**src/rtl/core/sorted_handle_index_map_macros.svh**
```systemverilog
// assertion macros shared by the sorted handle index map rtl
`ifndef SORTED_HANDLE_INDEX_MAP_MACROS_SVH
`define SORTED_HANDLE_INDEX_MAP_MACROS_SVH

// same-cycle implication, checked outside reset
`define SMAP_ASSERT_NOW(lbl, ante, cons, msg) \
  lbl: assert property (@(posedge clk) disable iff (!rst_n) (ante) |-> (cons)) else $error(msg);

// next-cycle implication, checked outside reset
`define SMAP_ASSERT_NEXT(lbl, ante, cons, msg) \
  lbl: assert property (@(posedge clk) disable iff (!rst_n) (ante) |=> (cons)) else $error(msg);

`endif

```
**src/rtl/core/smap_ram.sv**
```systemverilog
// generic simple dual-port ram, one write and one registered read port
`timescale 1ns / 1ps

module smap_ram #(
  parameter int WIDTH = 8,
  parameter int DEPTH = 16
) (
  input  logic                     clk,
  input  logic                     wr_en,
  input  logic [$clog2(DEPTH)-1:0] wr_addr,
  input  logic [WIDTH-1:0]         wr_data,
  input  logic [$clog2(DEPTH)-1:0] rd_addr,
  output logic [WIDTH-1:0]         rd_data
);

  logic [WIDTH-1:0] mem_q [DEPTH];
  logic [WIDTH-1:0] rd_data_r;

  always_ff @(posedge clk) begin
    if (wr_en) begin
      mem_q[wr_addr] <= wr_data;
    end
    rd_data_r <= mem_q[rd_addr];
  end

  assign rd_data = rd_data_r;

endmodule

```
**config.mk**
```make
export PLATFORM = sky130hd
export DESIGN_NAME = smap_ram
export DESIGN_NICKNAME = d
export VERILOG_FILES = /design/src/rtl/core/sorted_handle_index_map_macros.svh /design/src/rtl/core/smap_ram.sv
export SDC_FILE = /design/constraint.sdc
export NUM_CORES = 1
export LEC_CHECK = 0
export BUFFER_PORTS_ARGS = -buffer_cell sky130_fd_sc_hd__buf_2
export CORE_ASPECT_RATIO = 1.75
export CORE_MARGIN = 4
export CORE_UTILIZATION = 48
export DETAILED_ROUTE_END_ITERATION = 8
export MAX_ROUTING_LAYER = met4
export PLACE_DENSITY = 0.71
export SETUP_SLACK_MARGIN = 0.05
export SLEW_MARGIN = 15
export SYNTH_ARGS = -nofsm -noshare
export SYNTH_HDL_FRONTEND = slang
export SYNTH_SLANG_ARGS = --single-unit
```
**constraint.sdc**
```tcl
create_clock -name clk -period 4.9 [get_ports clk]
set_input_delay 0.245 -clock clk [delete_from_list [all_inputs] [get_ports clk]]
set_output_delay 0.245 -clock clk [all_outputs]
set_load 0.01 [all_outputs]
```
; ---- After elaboration in Yosys (flattened, before gate mapping)
; Memory sizes are Yosys's and may differ from the RTL's. A register that Yosys moved wholly into a read port is not among the register bits.
; Index checks and enable logic that the tools add are counted.
; W data, S select, Z words.
[op_classes]
muxes = 2
[op_table]
columns = operator, count
row1 = $mux W1, 2
[totals]
register_bits = 0
ramBits = 128
input_bits = 18
word_cells = 3
mem_count = 1
[memory_table]
columns = name, words, word_bits, read_ports, rd_ports_with_merged_regs, write_ports, line
row1 = mem_q, 16, 8, 1, 1, 1, smap_ram.sv:16  ; logic [WIDTH-1:0] mem_q [DEPTH];

; ---- Logic depth before layout (Yosys ltp)
; Gate-level depths: netlist (run 1).
[depth]
depth_word = 2
depth_mapped = 5

; ---- Worst setup path after synthesis (run 1)
; No wires, ideal clock.
[synth_timing]
kind = input to register
start = input port wr_addr[2]
end = memory mem_q[0][0], enable pin
setup_ps = 383
t_arrival_ps = 1355
required_time_ps = 4517
setup_slack_ps = 3162
cell_stages = 2
n_path_buf = 0
cell_sequence = or3b_2 nor3_1
[synth_rtl]
columns = element, line
row1 = start: declaration, smap_ram.sv:10  ; input logic [$clog2(DEPTH)-1:0] wr_addr,
row2 = end: declaration, smap_ram.sv:16
; No word-level cell before the write port.

==> results.sh, run 1 <==
export IMPL_status="complete, no violations"
export IMPL_yosysTopAreaCell="edfxtp_1"
export IMPL_syn_nets=247
export IMPL_syn_inst=229
export IMPL_fillers=745
export IMPL_yosysTopAreaCellShare=0.747
export IMPL_tightest_slew_ns=1.04
export IMPL_core_area_sq_um=10400
export IMPL_p_leak_nw=1.98
export IMPL_routedWlPerCell_um=24.1
export IMPL_fmax_ghz=0.574
export IMPL_min_from="wr_data[3]"
export IMPL_finalWirelength_mm=9.73
export IMPL_num_vias=2402
export IMPL_dr_first_iter_drc_count=221
export IMPL_cts_sinks=136
export IMPL_clock_latency_ns=0.41
export IMPL_yosysUniqueCellTypes=19
export IMPL_drt_pre_antenna_iters=4
export IMPL_nNetsFinal=282
export IMPL_final_cell_mix="edfxtp_1, buf_2, mux4_2"
export IMPL_cts_resized=0
export IMPL_ys_top_cells_by_area="edfxtp_1, mux4_2, mux4_1, dfxtp_1, a22oi_1"
export IMPL_layout_min_cycle_time_ns=1.74
export IMPL_clock_root_buffer="clkbuf_16"
export IMPL_period_share=0.356
export IMPL_ff2ff_path_depth=3
export IMPL_arrival_ns=2.04
export IMPL_io_buffers=25
export IMPL_fp_dieW_um=86.3
export IMPL_max_vdd_ir_drop_v=0.000285
export IMPL_start_util=0.497
export IMPL_crit_type="input port to flop"
export IMPL_finalSetupTns_ns=0
export IMPL_cts_max_path_buffers=2
export IMPL_drive_above_1_share=0.274
export IMPL_rsz0062_at_grt="false"
export IMPL_boundaryPins=26
export IMPL_hp_class="input port to flop"
export IMPL_drv_cap=0
export IMPL_syn_area_sq_um=5150
export IMPL_worst_clock_skew_ns=0.00633
export IMPL_dieArea_sq_um=12500
export IMPL_grt_pass1_wl_mm=15.1
export IMPL_hold_buffers=0
export IMPL_ys_ff_latch=136
export IMPL_holdWs_ns=0.223
export IMPL_endpoint_kind="flop"
export IMPL_yosysWarnings=0
export IMPL_yosysSeqAreaShare=0.778
export IMPL_min_to="mem_q[5][3]$_DFFE_PP_"
export IMPL_via_per_inst=5.95
export IMPL_final_common_cell="edfxtp_1"
export IMPL_r2r_start="mem_q[1][2]$_DFFE_PP_"
export IMPL_drc=0
export IMPL_cts_buffers=17
export IMPL_hold_path_depth=1
export IMPL_cp_required_ns=5.19
export IMPL_finalSetupViolations=0
export IMPL_cp_max_fo=32
export IMPL_p_per_area_nw_per_um2=442
export IMPL_grt_util_all_layers=0.176
export IMPL_antenna_found_initial=0
export IMPL_rrSetupSlack_ns=3.57
export IMPL_synth_area_per_cell_sq_um=22.5
export IMPL_std_cell_rows=49
export IMPL_cts_clk_slew_worst_paths_ns=0.06
export IMPL_postRouteAntennaNets=0
export IMPL_place_congestion=0.752
export IMPL_first_global_vias=2492
export IMPL_die_h_um=145
export IMPL_htreeDepth=4
export IMPL_grt_overflow_total=0
export IMPL_final_max_slew_viol_count=0
export IMPL_cts_tree="yes"
export IMPL_grt_max_degree=33
export IMPL_timing_hold_violations_final=0
export IMPL_cts_setup_buffers=0
export IMPL_r2r_end="rd_data[2]$_DFF_P_"
export IMPL_slew_headroom=0.304
export IMPL_syn_to_final_growth_pct=15.2
export IMPL_hpwl_mm=6.01
export IMPL_power_mw=2.62
export IMPL_n_antenna_cell=0
export IMPL_worstSetupStartpointType="input port"
layer usage:
metal | share of wire | track usage | vias to the layer above
li1 | - | - | 1040
met1 | 0.38 | 0.211 | 1245
met2 | 0.54 | 0.284 | 97
met3 | 0.048 | 0.0425 | 20
met4 | 0.024 | 0.0749 | 0
met5 | 0 | - | -
kinds of logic (layout without fill, tap and decap cells):
group | count (synthesis) | in the layout | share of synthesized area
mux | 32 | 32 | 0.150
buf+inv | 10 | 58 | 0.0168
flops | 136 | 136 | 0.778
simple gates | 35 | 35 | 0.0318
compound gates | 16 | 16 | 0.0233
flip-flops by register name, summed over array words and instances, names as in the netlist:
name     flops
mem_q      128
rd_data      8
critical path: stages:
cell and delay, ns:
buf_2 0.76, mux4_1 0.71, a22oi_1 0.23, nand2_1 0.07
worst max path at each step:
stage	endpoint	slack, ns	startpoint	cells past startpoint
after detailed placement	rd_data[3]$_DFF_P_	2.69	rd_addr[0]	4
after CTS	rd_data[3]$_DFF_P_	3.08	rd_addr[0]	4
after floorplan	mem_q[0][0]$_DFFE_PP_	3.16	wr_addr[2]	2
after global routing	rd_data[2]$_DFF_P_	2.97	rd_addr[0]	4
final	rd_data[2]$_DFF_P_	3.16	rd_addr[0]	4
after global placement	mem_q[0][7]$_DFFE_PP_	2.58	wr_addr[2]	3
per-stage QoR:
stage / area (sq um) / util / std cells / worst slack, ns
floorplan: 5150 / - / 229 / 3.16
global placement: 5360 / 0.518 / 372 / 2.58
detailed placement: 5370 / 0.518 / 372 / 2.69
CTS: 5930 / 0.572 / 404 / 3.08
global route: 5930 / 0.572 / 404 / 2.97
finish: 5930 / 0.572 / 404 / 3.16
final cells by class:
type,instances,area (sq um),share of cell area
clock inverters,15,136,0.0230
well taps,127,159,0.0268
repair buffers,26,133,0.0224
flip-flops and latches,136,4000,0.675
multi-input cells,83,1070,0.181
clock buffers,17,425,0.0717
Yosys cell counts, drive strengths merged:
cell	n
edfxtp	128
mux4	32
a22oi	16
nor2	13
nand2	9
dfxtp	8
buf	7
nor3	4
clkdlybuf4s25	3
nand2b	2
nand3b	2
and2	1
and2b	1
nand3	1
nor2b	1
or3b	1
report_power, final:
| group | switching (mW) | internal [mW] |
|---|---|---|
| combinational | 0.0680 | 0.0465 |
| sequential | 0.00694 | 1.30 |
| clock | 0.458 | 0.738 |
| total | 0.533 | 2.09 |
(Power assumes the default switching activity.)
==> run 2, diff against run 1 <==
==> constraint.sdc (replaced) <==
create_clock -name clk -period 1.65 [get_ports clk]
set_input_delay 0.0825 -clock clk [delete_from_list [all_inputs] [get_ports clk]]
set_output_delay 0.0825 -clock clk [all_outputs]
set_load 0.01 [all_outputs]
==> results.sh, run 2 (synthesis gave the netlist of run 1 again) <==
export IMPL_clock_root_buffer="clkbuf_16"
export IMPL_num_vias=2479
export IMPL_top_register="mem_q"
export IMPL_worst_clock_skew_ns=0.00882
export IMPL_final_max_slew_viol_count=0
export IMPL_drive_above_1_share=0.321
export IMPL_hp_class="input port to flop"
export IMPL_start_util=0.497
export IMPL_finalSetupViolations=0
export IMPL_p_per_area_nw_per_um2=1330
export IMPL_rsz0062_at_grt="false"
export IMPL_final_common_cell="edfxtp_1"
export IMPL_dr_first_iter_drc_count=186
export IMPL_routedWlPerCell_um=23.0
export IMPL_largest_register_ffs=128
export IMPL_period_share=0.834
export IMPL_hpwl_mm=6.39
export IMPL_io_buffers=25
export IMPL_cp_top_family="multiplexers"
export IMPL_drc=0
export IMPL_p_sw_mw=1.55
export IMPL_endpoint_kind="flop"
export IMPL_cp_max_fo=1
export IMPL_cp_slowest_cell="mux4_1"
export IMPL_final_cell_mix="edfxtp_1, buf_2, buf_4"
export IMPL_rrSetupSlack_ns=0.27
export IMPL_layout_min_cycle_time_ns=1.38
export IMPL_hold_buffers=0
export IMPL_finalSetupTns_ns=0
export IMPL_worst_path_buf_inv=0
export IMPL_tightest_slew_ns=0.437
export IMPL_crit_type="flop to flop"
export IMPL_ff2ff_path_depth=3
export IMPL_boundaryPins=26
export IMPL_via_per_inst=5.82
export IMPL_fillers=717
export IMPL_cts_clk_slew_worst_paths_ns=0.06
export IMPL_placed_area_sq_um=5560
export IMPL_clock_latency_ns=0.40
export IMPL_cts_buffers=17
export IMPL_fp_dieW_um=86.3
export IMPL_holdWs_ns=0.0542
export IMPL_syn_to_final_growth_pct=20.3
export IMPL_cp_required_ns=1.94
export IMPL_htreeDepth=4
export IMPL_fin_util=0.598
export IMPL_cts_max_path_buffers=2
export IMPL_grt_max_degree=33
export IMPL_core_area_sq_um=10400
export IMPL_p_seq_frac=0.471
export IMPL_cts_sinks=136
export IMPL_intPower_mw=6.70
export IMPL_cp_depth=3
export IMPL_finalWirelength_mm=9.81
export IMPL_status="complete, no violations"
export IMPL_fmax_ghz=0.727
export IMPL_grt_util_all_layers=0.176
export IMPL_max_vdd_ir_drop_v=0.000776
export IMPL_arrival_ns=1.67
export IMPL_grt_pass1_wl_mm=15.3
export IMPL_power_frac_comb=0.044
export IMPL_die_h_um=145
export IMPL_grt_overflow_total=0
export IMPL_swShare=0.188
export IMPL_cts_tree="yes"
export IMPL_timing_hold_violations_final=0
export IMPL_n_antenna_cell=0
export IMPL_worstSetupStartpointType="flop"
export IMPL_finalInstanceArea_sq_um=6190
export IMPL_hold_path_depth=1
export IMPL_drt_pre_antenna_iters=4
export IMPL_place_congestion=0.831
export IMPL_first_global_vias=2600
export IMPL_cts_resized=0
export IMPL_power_mw=8.25
export IMPL_std_cell_rows=49
export IMPL_crit_chain="mux4_1 > a22oi_1 > nand2_1"
export IMPL_antenna_found_initial=0
export IMPL_nNetsFinal=304
export IMPL_cts_setup_buffers=0
export IMPL_p_leak_nw=2.14
export IMPL_slowest_delay_ns=0.53
export IMPL_postRouteAntennaNets=0
export IMPL_drv_cap=0
export IMPL_dieArea_sq_um=12500
export IMPL_power_frac_clock=0.484
export IMPL_slew_headroom=0.708
==> run 2: cell types whose count changed in the layout (fill, tap and decap cells not counted), sizes merged <==
cell      before  now
bufinv         2    5
clkbuf        17   19
clkinvlp       2    1
buf           26   48
clkinv        11    7
==> run 2: final cells by class <==
type                    count  area [sq um]  area share
flip-flops and latches    136          4000       0.647
multi-input cells          83          1060       0.171
clock buffers              19           433      0.0699
repair buffers             48           335      0.0542
clock inverters            13           203      0.0327
well taps                 127           159      0.0257
==> run 2: worst paths after layout <==
check,startpoint,endpoint
worst min register to register,mem_q[15][2]$_DFFE_PP_,rd_data[2]$_DFF_P_
worst min-delay path,wr_data[6],mem_q[5][6]$_DFFE_PP_
worst max register to register,mem_q[2][3]$_DFFE_PP_,rd_data[3]$_DFF_P_
worst max-delay path,mem_q[2][3]$_DFFE_PP_,rd_data[3]$_DFF_P_
==> run 2: power by group through the flow <==
stage / Sequential [mW] / Clock (mW) / Combinational [mW]
after floorplan: 3.96 / 0 / 0.196
after global placement: 3.96 / 0 / 0.363
after detailed placement: 3.96 / 0 / 0.370
after CTS: 3.89 / 4.04 / 0.374
after global routing: 3.89 / 4.22 / 0.399
final: 3.89 / 4.00 / 0.367
==> run 2: worst reg2reg max path, stage by stage (launching register included) <==
cell      delay, ns
edfxtp_1       0.38
mux4_1         0.53
a22oi_1        0.27
nand2_1        0.09
==> run 2: metrics by stage <==
stage | worst slack (ns) | instances
final | 0.274 | 426
after global routing | 0.192 | 426
after CTS | 0.261 | 426
after detailed placement | 0.179 | 394
after global placement | 0.184 | 394
after floorplan | 0.0746 | 229
==> run 2: metal layers <==
| layer | vias up | GRT usage | wire (um) |
|---|---|---|---|
| met5 | - | - | 0 |
| met1 | 1270 | 0.201 | 3600 |
| met2 | 109 | 0.294 | 5550 |
| met4 | 0 | 0.0686 | 147 |
| met3 | 13 | 0.0459 | 509 |
| li1 | 1087 | - | - |
