[src/rtl/core/sorted_handle_index_map_macros.svh]
// assertion macros shared by the sorted handle index map rtl
`ifndef SORTED_HANDLE_INDEX_MAP_MACROS_SVH
`define SORTED_HANDLE_INDEX_MAP_MACROS_SVH

// same-cycle implication, checked outside reset
`define SMAP_ASSERT_NOW(lbl, ante, cons, msg) \
  lbl: assert property (@(posedge clk) disable iff (!rst_n) (ante) |-> (cons)) else $error(msg);

// next-cycle implication, checked outside reset
`define SMAP_ASSERT_NEXT(lbl, ante, cons, msg) \
  lbl: assert property (@(posedge clk) disable iff (!rst_n) (ante) |=> (cons)) else $error(msg);

`endif

[src/rtl/core/smap_pkg.sv]
// shared constants and types for the sorted handle index map
`timescale 1ns / 1ps

package smap_pkg;

  localparam int TABLE_DEPTH = 1024;
  localparam int HANDLE_W    = 32;
  localparam int ORDER_W     = 10;
  localparam int ADDR_W      = $clog2(TABLE_DEPTH);
  localparam int CNT_W       = $clog2(TABLE_DEPTH + 1);
  localparam int ENTRY_W     = HANDLE_W + ORDER_W;

  typedef enum logic [1:0] {
    ACT_INSERT = 2'd0,
    ACT_LOOKUP = 2'd1,
    ACT_CLEAR  = 2'd2
  } action_t;

  typedef enum logic [1:0] {
    STAT_OK        = 2'd0,
    STAT_NOT_FOUND = 2'd1,
    STAT_FULL      = 2'd2
  } status_t;

  typedef struct packed {
    logic [HANDLE_W-1:0] handle;
    logic [ORDER_W-1:0]  order;
  } entry_t;

  typedef struct packed {
    logic               valid;
    status_t            status;
    logic [ORDER_W-1:0] object_index;
  } resp_t;

  typedef struct packed {
    logic [ADDR_W-1:0]  rd_addr;
    logic               wr_en;
    logic [ADDR_W-1:0]  wr_addr;
    logic [ENTRY_W-1:0] wr_data;
  } mem_req_t;

endpackage

[src/rtl/core/smap_ctrl.sv]
// sequencer: binary search, shift-up insert, lookup and clear over the entry ram
`timescale 1ns / 1ps
`include "sorted_handle_index_map_macros.svh"

module smap_ctrl import smap_pkg::*; (
  input  logic                clk,
  input  logic                rst_n,
  input  logic                req_valid,
  input  logic [1:0]          req_action,
  input  logic [HANDLE_W-1:0] req_handle,
  output logic                req_busy,
  input  logic                res_room,
  output resp_t               resp,
  output mem_req_t            mem,
  input  logic [ENTRY_W-1:0]  mem_rdata
);

  typedef enum logic [7:0] {
    S_IDLE  = 8'b0000_0001,
    S_SRCH  = 8'b0000_0010,
    S_CMP   = 8'b0000_0100,
    S_CHECK = 8'b0000_1000,
    S_SHIFT = 8'b0001_0000,
    S_DRAIN = 8'b0010_0000,
    S_PUT   = 8'b0100_0000,
    S_RESP  = 8'b1000_0000
  } fsm_t;

  fsm_t                state_r, state_nxt;
  logic [CNT_W-1:0]    cnt_r, cnt_nxt;
  logic                wpend_r, wpend_nxt;
  logic [ADDR_W-1:0]   wpaddr_r, wpaddr_nxt;
  logic                ins_r, ins_nxt;
  logic [HANDLE_W-1:0] key_r, key_nxt;
  logic [CNT_W-1:0]    lo_r, lo_nxt;
  logic [CNT_W-1:0]    hi_r, hi_nxt;
  logic [ADDR_W-1:0]   mid_r, mid_nxt;
  logic [ADDR_W-1:0]   ptr_r, ptr_nxt;
  status_t             stat_r, stat_nxt;
  logic [ORDER_W-1:0]  idx_r, idx_nxt;

  logic [CNT_W:0]      mid_sum;
  logic [CNT_W-1:0]    mid_c;
  entry_t              rd_entry;
  logic                go_right;

  assign mid_sum  = {1'b0, lo_r} + {1'b0, hi_r};
  assign mid_c    = mid_sum[CNT_W:1];
  assign rd_entry = entry_t'(mem_rdata);
  // insert looks for the first greater handle, lookup for the first not less
  assign go_right = ins_r ? (rd_entry.handle <= key_r) : (rd_entry.handle < key_r);

  always_comb begin
    state_nxt  = state_r;
    cnt_nxt    = cnt_r;
    wpend_nxt  = 1'b0;
    wpaddr_nxt = wpaddr_r;
    ins_nxt    = ins_r;
    key_nxt    = key_r;
    lo_nxt     = lo_r;
    hi_nxt     = hi_r;
    mid_nxt    = mid_r;
    ptr_nxt    = ptr_r;
    stat_nxt   = stat_r;
    idx_nxt    = idx_r;
    unique case (state_r)
      S_IDLE: begin
        if (req_valid) begin
          key_nxt  = req_handle;
          ins_nxt  = (req_action == ACT_INSERT);
          lo_nxt   = '0;
          hi_nxt   = cnt_r;
          stat_nxt = STAT_NOT_FOUND;
          idx_nxt  = '0;
          unique case (action_t'(req_action))
            ACT_INSERT: begin
              if (cnt_r == CNT_W'(TABLE_DEPTH)) begin
                stat_nxt  = STAT_FULL;
                state_nxt = S_RESP;
              end else begin
                state_nxt = S_SRCH;
              end
            end
            ACT_LOOKUP: begin
              if (req_handle == '0 || cnt_r == '0) begin
                state_nxt = S_RESP;
              end else begin
                state_nxt = S_SRCH;
              end
            end
            ACT_CLEAR: begin
              cnt_nxt   = '0;
              stat_nxt  = STAT_OK;
              state_nxt = S_RESP;
            end
            default: begin
              state_nxt = S_RESP;
            end
          endcase
        end
      end
      S_SRCH: begin
        if (lo_r < hi_r) begin
          mid_nxt   = mid_c[ADDR_W-1:0];
          state_nxt = S_CMP;
        end else if (ins_r) begin
          if (lo_r == cnt_r) begin
            state_nxt = S_PUT;
          end else begin
            ptr_nxt   = ADDR_W'(cnt_r - CNT_W'(1));
            state_nxt = S_SHIFT;
          end
        end else if (lo_r < cnt_r) begin
          state_nxt = S_CHECK;
        end else begin
          state_nxt = S_RESP;
        end
      end
      S_CMP: begin
        if (go_right) begin
          lo_nxt = CNT_W'(mid_r) + CNT_W'(1);
        end else begin
          hi_nxt = CNT_W'(mid_r);
        end
        state_nxt = S_SRCH;
      end
      S_CHECK: begin
        if (rd_entry.handle == key_r) begin
          stat_nxt = STAT_OK;
          idx_nxt  = rd_entry.order;
        end
        state_nxt = S_RESP;
      end
      S_SHIFT: begin
        wpend_nxt  = 1'b1;
        wpaddr_nxt = ptr_r + ADDR_W'(1);
        if (CNT_W'(ptr_r) == lo_r) begin
          state_nxt = S_DRAIN;
        end else begin
          ptr_nxt = ptr_r - ADDR_W'(1);
        end
      end
      S_DRAIN: begin
        state_nxt = S_PUT;
      end
      S_PUT: begin
        cnt_nxt   = cnt_r + CNT_W'(1);
        stat_nxt  = STAT_OK;
        idx_nxt   = cnt_r[ORDER_W-1:0];
        state_nxt = S_RESP;
      end
      S_RESP: begin
        if (res_room) begin
          state_nxt = S_IDLE;
        end
      end
      default: begin
        state_nxt = S_IDLE;
      end
    endcase
  end

  // ram port steering
  always_comb begin
    unique case (state_r)
      S_SRCH:  mem.rd_addr = (lo_r < hi_r) ? mid_c[ADDR_W-1:0] : lo_r[ADDR_W-1:0];
      S_SHIFT: mem.rd_addr = ptr_r;
      default: mem.rd_addr = mid_r;
    endcase
    mem.wr_en   = wpend_r || (state_r == S_PUT);
    mem.wr_addr = (state_r == S_PUT) ? lo_r[ADDR_W-1:0] : wpaddr_r;
    mem.wr_data = (state_r == S_PUT) ? {key_r, cnt_r[ORDER_W-1:0]} : mem_rdata;
  end

  assign req_busy          = (state_r != S_IDLE);
  assign resp.valid        = (state_r == S_RESP);
  assign resp.status       = stat_r;
  assign resp.object_index = idx_r;

  always_ff @(posedge clk) begin
    if (!rst_n) begin
      state_r <= S_IDLE;
      cnt_r   <= '0;
      wpend_r <= 1'b0;
    end else begin
      state_r <= state_nxt;
      cnt_r   <= cnt_nxt;
      wpend_r <= wpend_nxt;
    end
  end

  always_ff @(posedge clk) begin
    wpaddr_r <= wpaddr_nxt;
    ins_r    <= ins_nxt;
    key_r    <= key_nxt;
    lo_r     <= lo_nxt;
    hi_r     <= hi_nxt;
    mid_r    <= mid_nxt;
    ptr_r    <= ptr_nxt;
    stat_r   <= stat_nxt;
    idx_r    <= idx_nxt;
  end

  `SMAP_ASSERT_NOW(a_cnt_bound, 1'b1, cnt_r <= CNT_W'(TABLE_DEPTH), "entry count past depth")
  `SMAP_ASSERT_NOW(a_mid_range, state_r == S_CMP, CNT_W'(mid_r) >= lo_r && CNT_W'(mid_r) < hi_r, "probe outside search window")
  `SMAP_ASSERT_NOW(a_shift_gap, state_r == S_SHIFT && wpend_r, {1'b0, wpaddr_r} == {1'b0, ptr_r} + (ADDR_W + 1)'(2), "shift write overlaps read")
  `SMAP_ASSERT_NEXT(a_take_busy, req_valid && !req_busy, req_busy, "request taken but sequencer idle")

endmodule

[config.mk]
export PLATFORM = sky130hd
export DESIGN_NAME = smap_ctrl
export DESIGN_NICKNAME = d
export VERILOG_FILES = /design/src/rtl/core/smap_pkg.sv /design/src/rtl/core/smap_ctrl.sv
export VERILOG_INCLUDE_DIRS = /design/src /design/src/rtl/core
export SDC_FILE = /design/constraint.sdc
export NUM_CORES = 1
export LEC_CHECK = 0
export ABC_AREA = 0
export BUFFER_PORTS_ARGS = -buffer_cell sky130_fd_sc_hd__buf_4
export CAP_MARGIN = 30
export CELL_PAD_IN_SITES_DETAIL_PLACEMENT = 1
export CELL_PAD_IN_SITES_GLOBAL_PLACEMENT = 1
export CORE_ASPECT_RATIO = 0.5
export CORE_MARGIN = 2
export CORE_UTILIZATION = 42
export CTS_BUF_LIST = sky130_fd_sc_hd__clkbuf_16
export CTS_CLUSTER_DIAMETER = 150
export DETAILED_ROUTE_END_ITERATION = 12
export PLACE_DENSITY = 0.86
export RECOVER_POWER = 50
export SYNTH_ARGS = -nofsm -noshare
export SYNTH_HDL_FRONTEND = slang
export SYNTH_SLANG_ARGS = --single-unit
[constraint.sdc]
create_clock -name clk -period 4.26 [get_ports clk]
set_input_delay 0.639 -clock clk [delete_from_list [all_inputs] [get_ports clk]]
set_output_delay 0.639 -clock clk [all_outputs]
set_load 0.005 [all_outputs]
### Yosys cells after proc, flatten, opt, wreduce, memory -nomap -nowiden

Index checks and enable logic that the tools add are counted.

* reductions and logical operators: 18
* equality and inequality tests: 26
* multiplexer cells: 39
* $lt $le $gt $ge: 4
* $add $sub $neg: 6

Operators by type and width (count)
* $mux 10: 8
* $mux 11: 6
* $pmux 11 s2: 3
* $mux 8: 8
* $pmux 8 s7: 1
* $mux 42: 1
* $pmux 10 s2: 2
* $eq 32x32->1: 1
* $le 32x32->1: 1
* $logic_not 32->1: 1
* $lt 32x32->1: 1
* $pmux 10 s3: 1
* $lt 11x11->1: 2
* $ne 2x2->1 const B: 10
* $sub 10x1->10 const B: 2
* $pmux 8 s2: 1
* $reduce_and 3->1: 5
* $add 10x1->11 const B: 1
* $add 11x1->11 const B: 1
* $add 11x11->11: 1
* $eq 10x11->1: 1
* $eq 11x11->1: 1
* $eq 11x11->1 const B: 1
* $logic_not 11->1: 1
* 25 further kinds: 32

* input port bits: 80
* register bits after elaboration: 117

### Longest topological paths before layout

* depth in word-level cells: 6
* mapped depth: 12
* gate-level depth less buffers: 10

### Worst setup path after synthesis

Ideal clock, no wire load.

* path type: in2reg
* start: input mem_rdata[37]
* end: register idx_r[0], enable pin
* data required time: 3860 ps
* stages on the path: 7
* path buffers: 0
* data arrival time: 2750 ps
* path slack: 1109 ps
* setup time: 400 ps
* cells stage by stage: ha_1 > nand4_1 > nor4_1 > nand2_1 > nor3_1 > a21oi_1 > a211oi_1

* cells in the longest elaborated chain, start to end: 3

Ends and longest elaborated chain
* from (decl): RTL line smap_ctrl.sv:15 `input logic [ENTRY_W-1:0] mem_rdata`
* $eq 32x32->1: RTL line smap_ctrl.sv:128 `if (rd_entry.handle == key_r) begin`
* $ne 2x2->1 (no source line)
* $reduce_and 3->1 (no source line)
* to (signal assigned): RTL line smap_ctrl.sv:201 `idx_r <= idx_nxt;`
* to (decl): RTL line smap_ctrl.sv:40 `logic [ORDER_W-1:0] idx_r, idx_nxt;`

No other way between the ends.
A chain may end at the register's enable or synchronous reset.

==> flow_summary.yaml <==
sta:
  slew_headroom_pct: 0.1242
  hold_viol_final: 0
  tightest_slew_ps: 1498
  fin_crit_sh_pct: 95.98
  tns_ps: 0
  fmax_mhz: 244.6
  rsz0062_at_grt: "false"
  fin_skew_ps: 11.27
  finalSetupViolCount: 0
  fin_ws_ps: 171.1
  maxSlewViolCount: 0
  fin_crit_ps: 4089
floorplanning:
  core_um2: 17610
  die_w_um: 194.8
  ioPinCount: 157
  fp.dieArea_um2: 19370
  die_h_um: 99.41
  std_cell_rows: 34
  start_util_pct: 43.41
status:
  outcome: "finished, violations left"
  violations: "max-capacitance violations"
route:
  finalWirelength_mm: 26.17
  wl_met2_mm: 12.68
  avgViaCountPerCell: 5.710
  drtAntennaViolNets: 0
  top_layer: "met4"
  wl_met3_mm: 1.559
  drc_errors: 0
  drt-met1-wl_mm: 11.40
  avgRoutedWirePerCell_um: 21.68
  firstDrtPassIters: 4
  drtIter0Drc: 463
  vias: 6892
global_route:
  track_usage_pct: 27.19
  grt_pass1_wl_mm: 40.19
  grt_max_degree: 65
  globalRouteOverflowTotal: 0
  grt_antenna_before_repair: 0
  grt_pass1_vias: 7314
placement:
  dpl_cell_area_um2: 9045
  io_buffers: 156
  hpwl_mm: 19.48
  gp_congestion: 0.9231
  pre_cts_ws_ps: 762.7
  place_inst: 1176
final_layout:
  syn2layout_area_growth_pct: 23.83
  antenna_cells: 0
  fin_area_um2: 9468
  layout-drive-gt1-share_pct: 19.12
  final_cell_mix: "118 x nand2_1, 118 x buf_4, 97 x edfxtp_1, 81 x o21ai_0, 67 x ha_1"
  nFillCells: 2072
  nets: 1109
  fin_cells: 1207
logic_synthesis:
  synth_seq_cells: 117
  syn_nets: 958
  synthAdderAreaFrac_pct: 11.23
  synthXorXnorAreaFrac_pct: 6.644
  syn_inst: 810
  async_flop_share_pct: 0
  synth_top_family_by_area: "simple AND/OR/NAND/NOR gates"
  synth_cell_type_count: 66
  synth.avg_cell_area_um2: 9.440
  synth_simple_gate_area_share_pct: 18.08
  ys_seq_area_share_pct: 43.33
  syn_area_um2: 7646
  synth_edf_count: 97
  synth_warnings: 0
  synth_compound_area_share_pct: 13.16
  synth.area.mux_share_pct: 2.225
  synthFlopType: "edfxtp_1"
cts:
  cts_buffers: 17
  cts_root_buffer: "clkbuf_16"
  tritoncts: "built"
  ctsResizeCount: 0
  cts_setup_buffers: 0
  cts.sinks: 117
  clock_latency_ps: 420
  cts_hold_buf: 0
  path_clk_slew_ps: 60
  cts_buffer_depth: 2
  htree_levels: 4
pwr:
  p_leak_nw: 4.030
  peakVddDrop_uv: 287.0
  power_density_nw_per_um2: 406.4
worst_setup_path:
  criticalPathCategory: "reg -> out"
  critPathMaxFanout: 14
  critPathRequiredTime_ps: 3620
  critPathLaunchType: "flip-flop"
  timing.critical_path.max_delay_family: "simple AND/OR/NAND/NOR gates"
  crit_path_cell_trace: "or4_4 -> nor3_1 -> and2_0 -> nand2_1 -> nand2_1 -> buf_4"
  worst_path_max_delay_cell: "and2_0"
  cpMostUsedCell: "nand2_1"
  cpPeakStageDelay_ps: 930
  path_buf_inv: 1
  cp.arrival_ps: 3450
  endpoint_kind: "output port"
hold_path:
  hold_class: "in -> reg"
job:
  maxCapViolCount: 1
per-layer routing:
metal | global-route usage (%) | vias to the layer above
met3 | 5.324 | 40
li1 | - | 3177
met2 | 48.25 | 242
met4 | 9.043 | 0
met5 | 0 | -
met1 | 33.64 | 3433
stage by stage:
stage / hold slack [ps] / total power, mW / util [%]
3_3_place_gp: 586.9 / 2.428 / 51.36
3_5_place_dp: 605.7 / 2.494 / 51.36
2_1_floorplan: 535.4 / 2.086 / -
5_1_grt: 416.8 / 3.997 / 53.76
4_1_cts: 394.4 / 3.875 / 54.45
6_report: 427.8 / 3.848 / 53.76
worst paths after layout:
| check | start | endpoint | slack [ps] | cells after the start |
|---|---|---|---|---|
| setup / recovery | state_r[1] | mem[47] | 170 | 6 |
| hold / removal | req_handle[18] | key_r[18] | 430 | 1 |
| setup reg to reg | state_r[6] | ptr_r[6] | 280 | 10 |
| hold reg to reg | cnt_r[10] | cnt_r[10] | 640 | 2 |
worst register-to-register path, cell delays in order, from the launching register on:
cell and delay [ps]:
dfxtp_1 370, or4_1 610, nor3_1 320, nand2_1 260, clkinvlp_2 610, buf_4 440, mux2i_1 380, nand2_1 170
nor4_1 280, xnor2_1 160, a21oi_1 110
report_power, final:
group | leakage (nW) | total [mW] | internal, mW | switching (mW)
logic | 2.68 | 0.952 | 0.393 | 0.559
clock network | 0.272 | 1.37 | 0.840 | 0.535
registers | 1.08 | 1.52 | 1.43 | 0.0910
kinds of logic (layout without fill, tap and decap cells):
group / after synthesis / in the layout
mux: 17 / 17
simple gates: 281 / 281
compound gates: 166 / 166
buf+inv: 103 / 266
xor+xnor: 58 / 58
flops: 117 / 117
fa+ha+maj: 68 / 68
cell type report:
class	instances	area (um^2)	area share, %
clock buffer	17	425.4	4.493
multi-input combinational	590	3900	41.19
clock inverter	14	120.1	1.269
timing repair buffer	166	1156	12.21
sequential	117	3313	34.99
inverter	69	260.3	2.749
tap	234	292.8	3.092
cells in the mapped netlist, types with 4 or more instances:
cell,n,area (um^2)
nor2b_1,6,37.54
and3_1,10,62.56
ha_1,67,838.3
nor3_1,17,85.08
buf_2,4,20.02
xor2_1,15,131.4
a22oi_1,8,60.06
inv_1,65,244.0
nand2_1,118,442.9
nand4_1,14,87.58
nor2_1,48,180.2
and4_1,5,43.79
o21ai_0,79,395.4
edfxtp_1,97,2913
a211oi_1,4,30.03
mux2i_1,17,170.2
nor4_1,17,106.4
a21o_1,6,45.04
a21oi_1,33,165.2
dfxtp_1,20,400.4
o21ai_1,5,25.02
xnor2_1,43,376.6
clkbuf_1,28,105.1
nand3_1,15,75.07
and2_1,6,37.54
sequential cells by signal, indices dropped and copies added (netlist names):
register,count
key_r,32
stat_r,2
lo_r,11
mid_r,10
ptr_r,10
ins_r,1
wpend_r,1
state_r,8
hi_r,11
wpaddr_r,10
idx_r,10
cnt_r,11
Note: power is estimated with default switching activity, not from simulation.
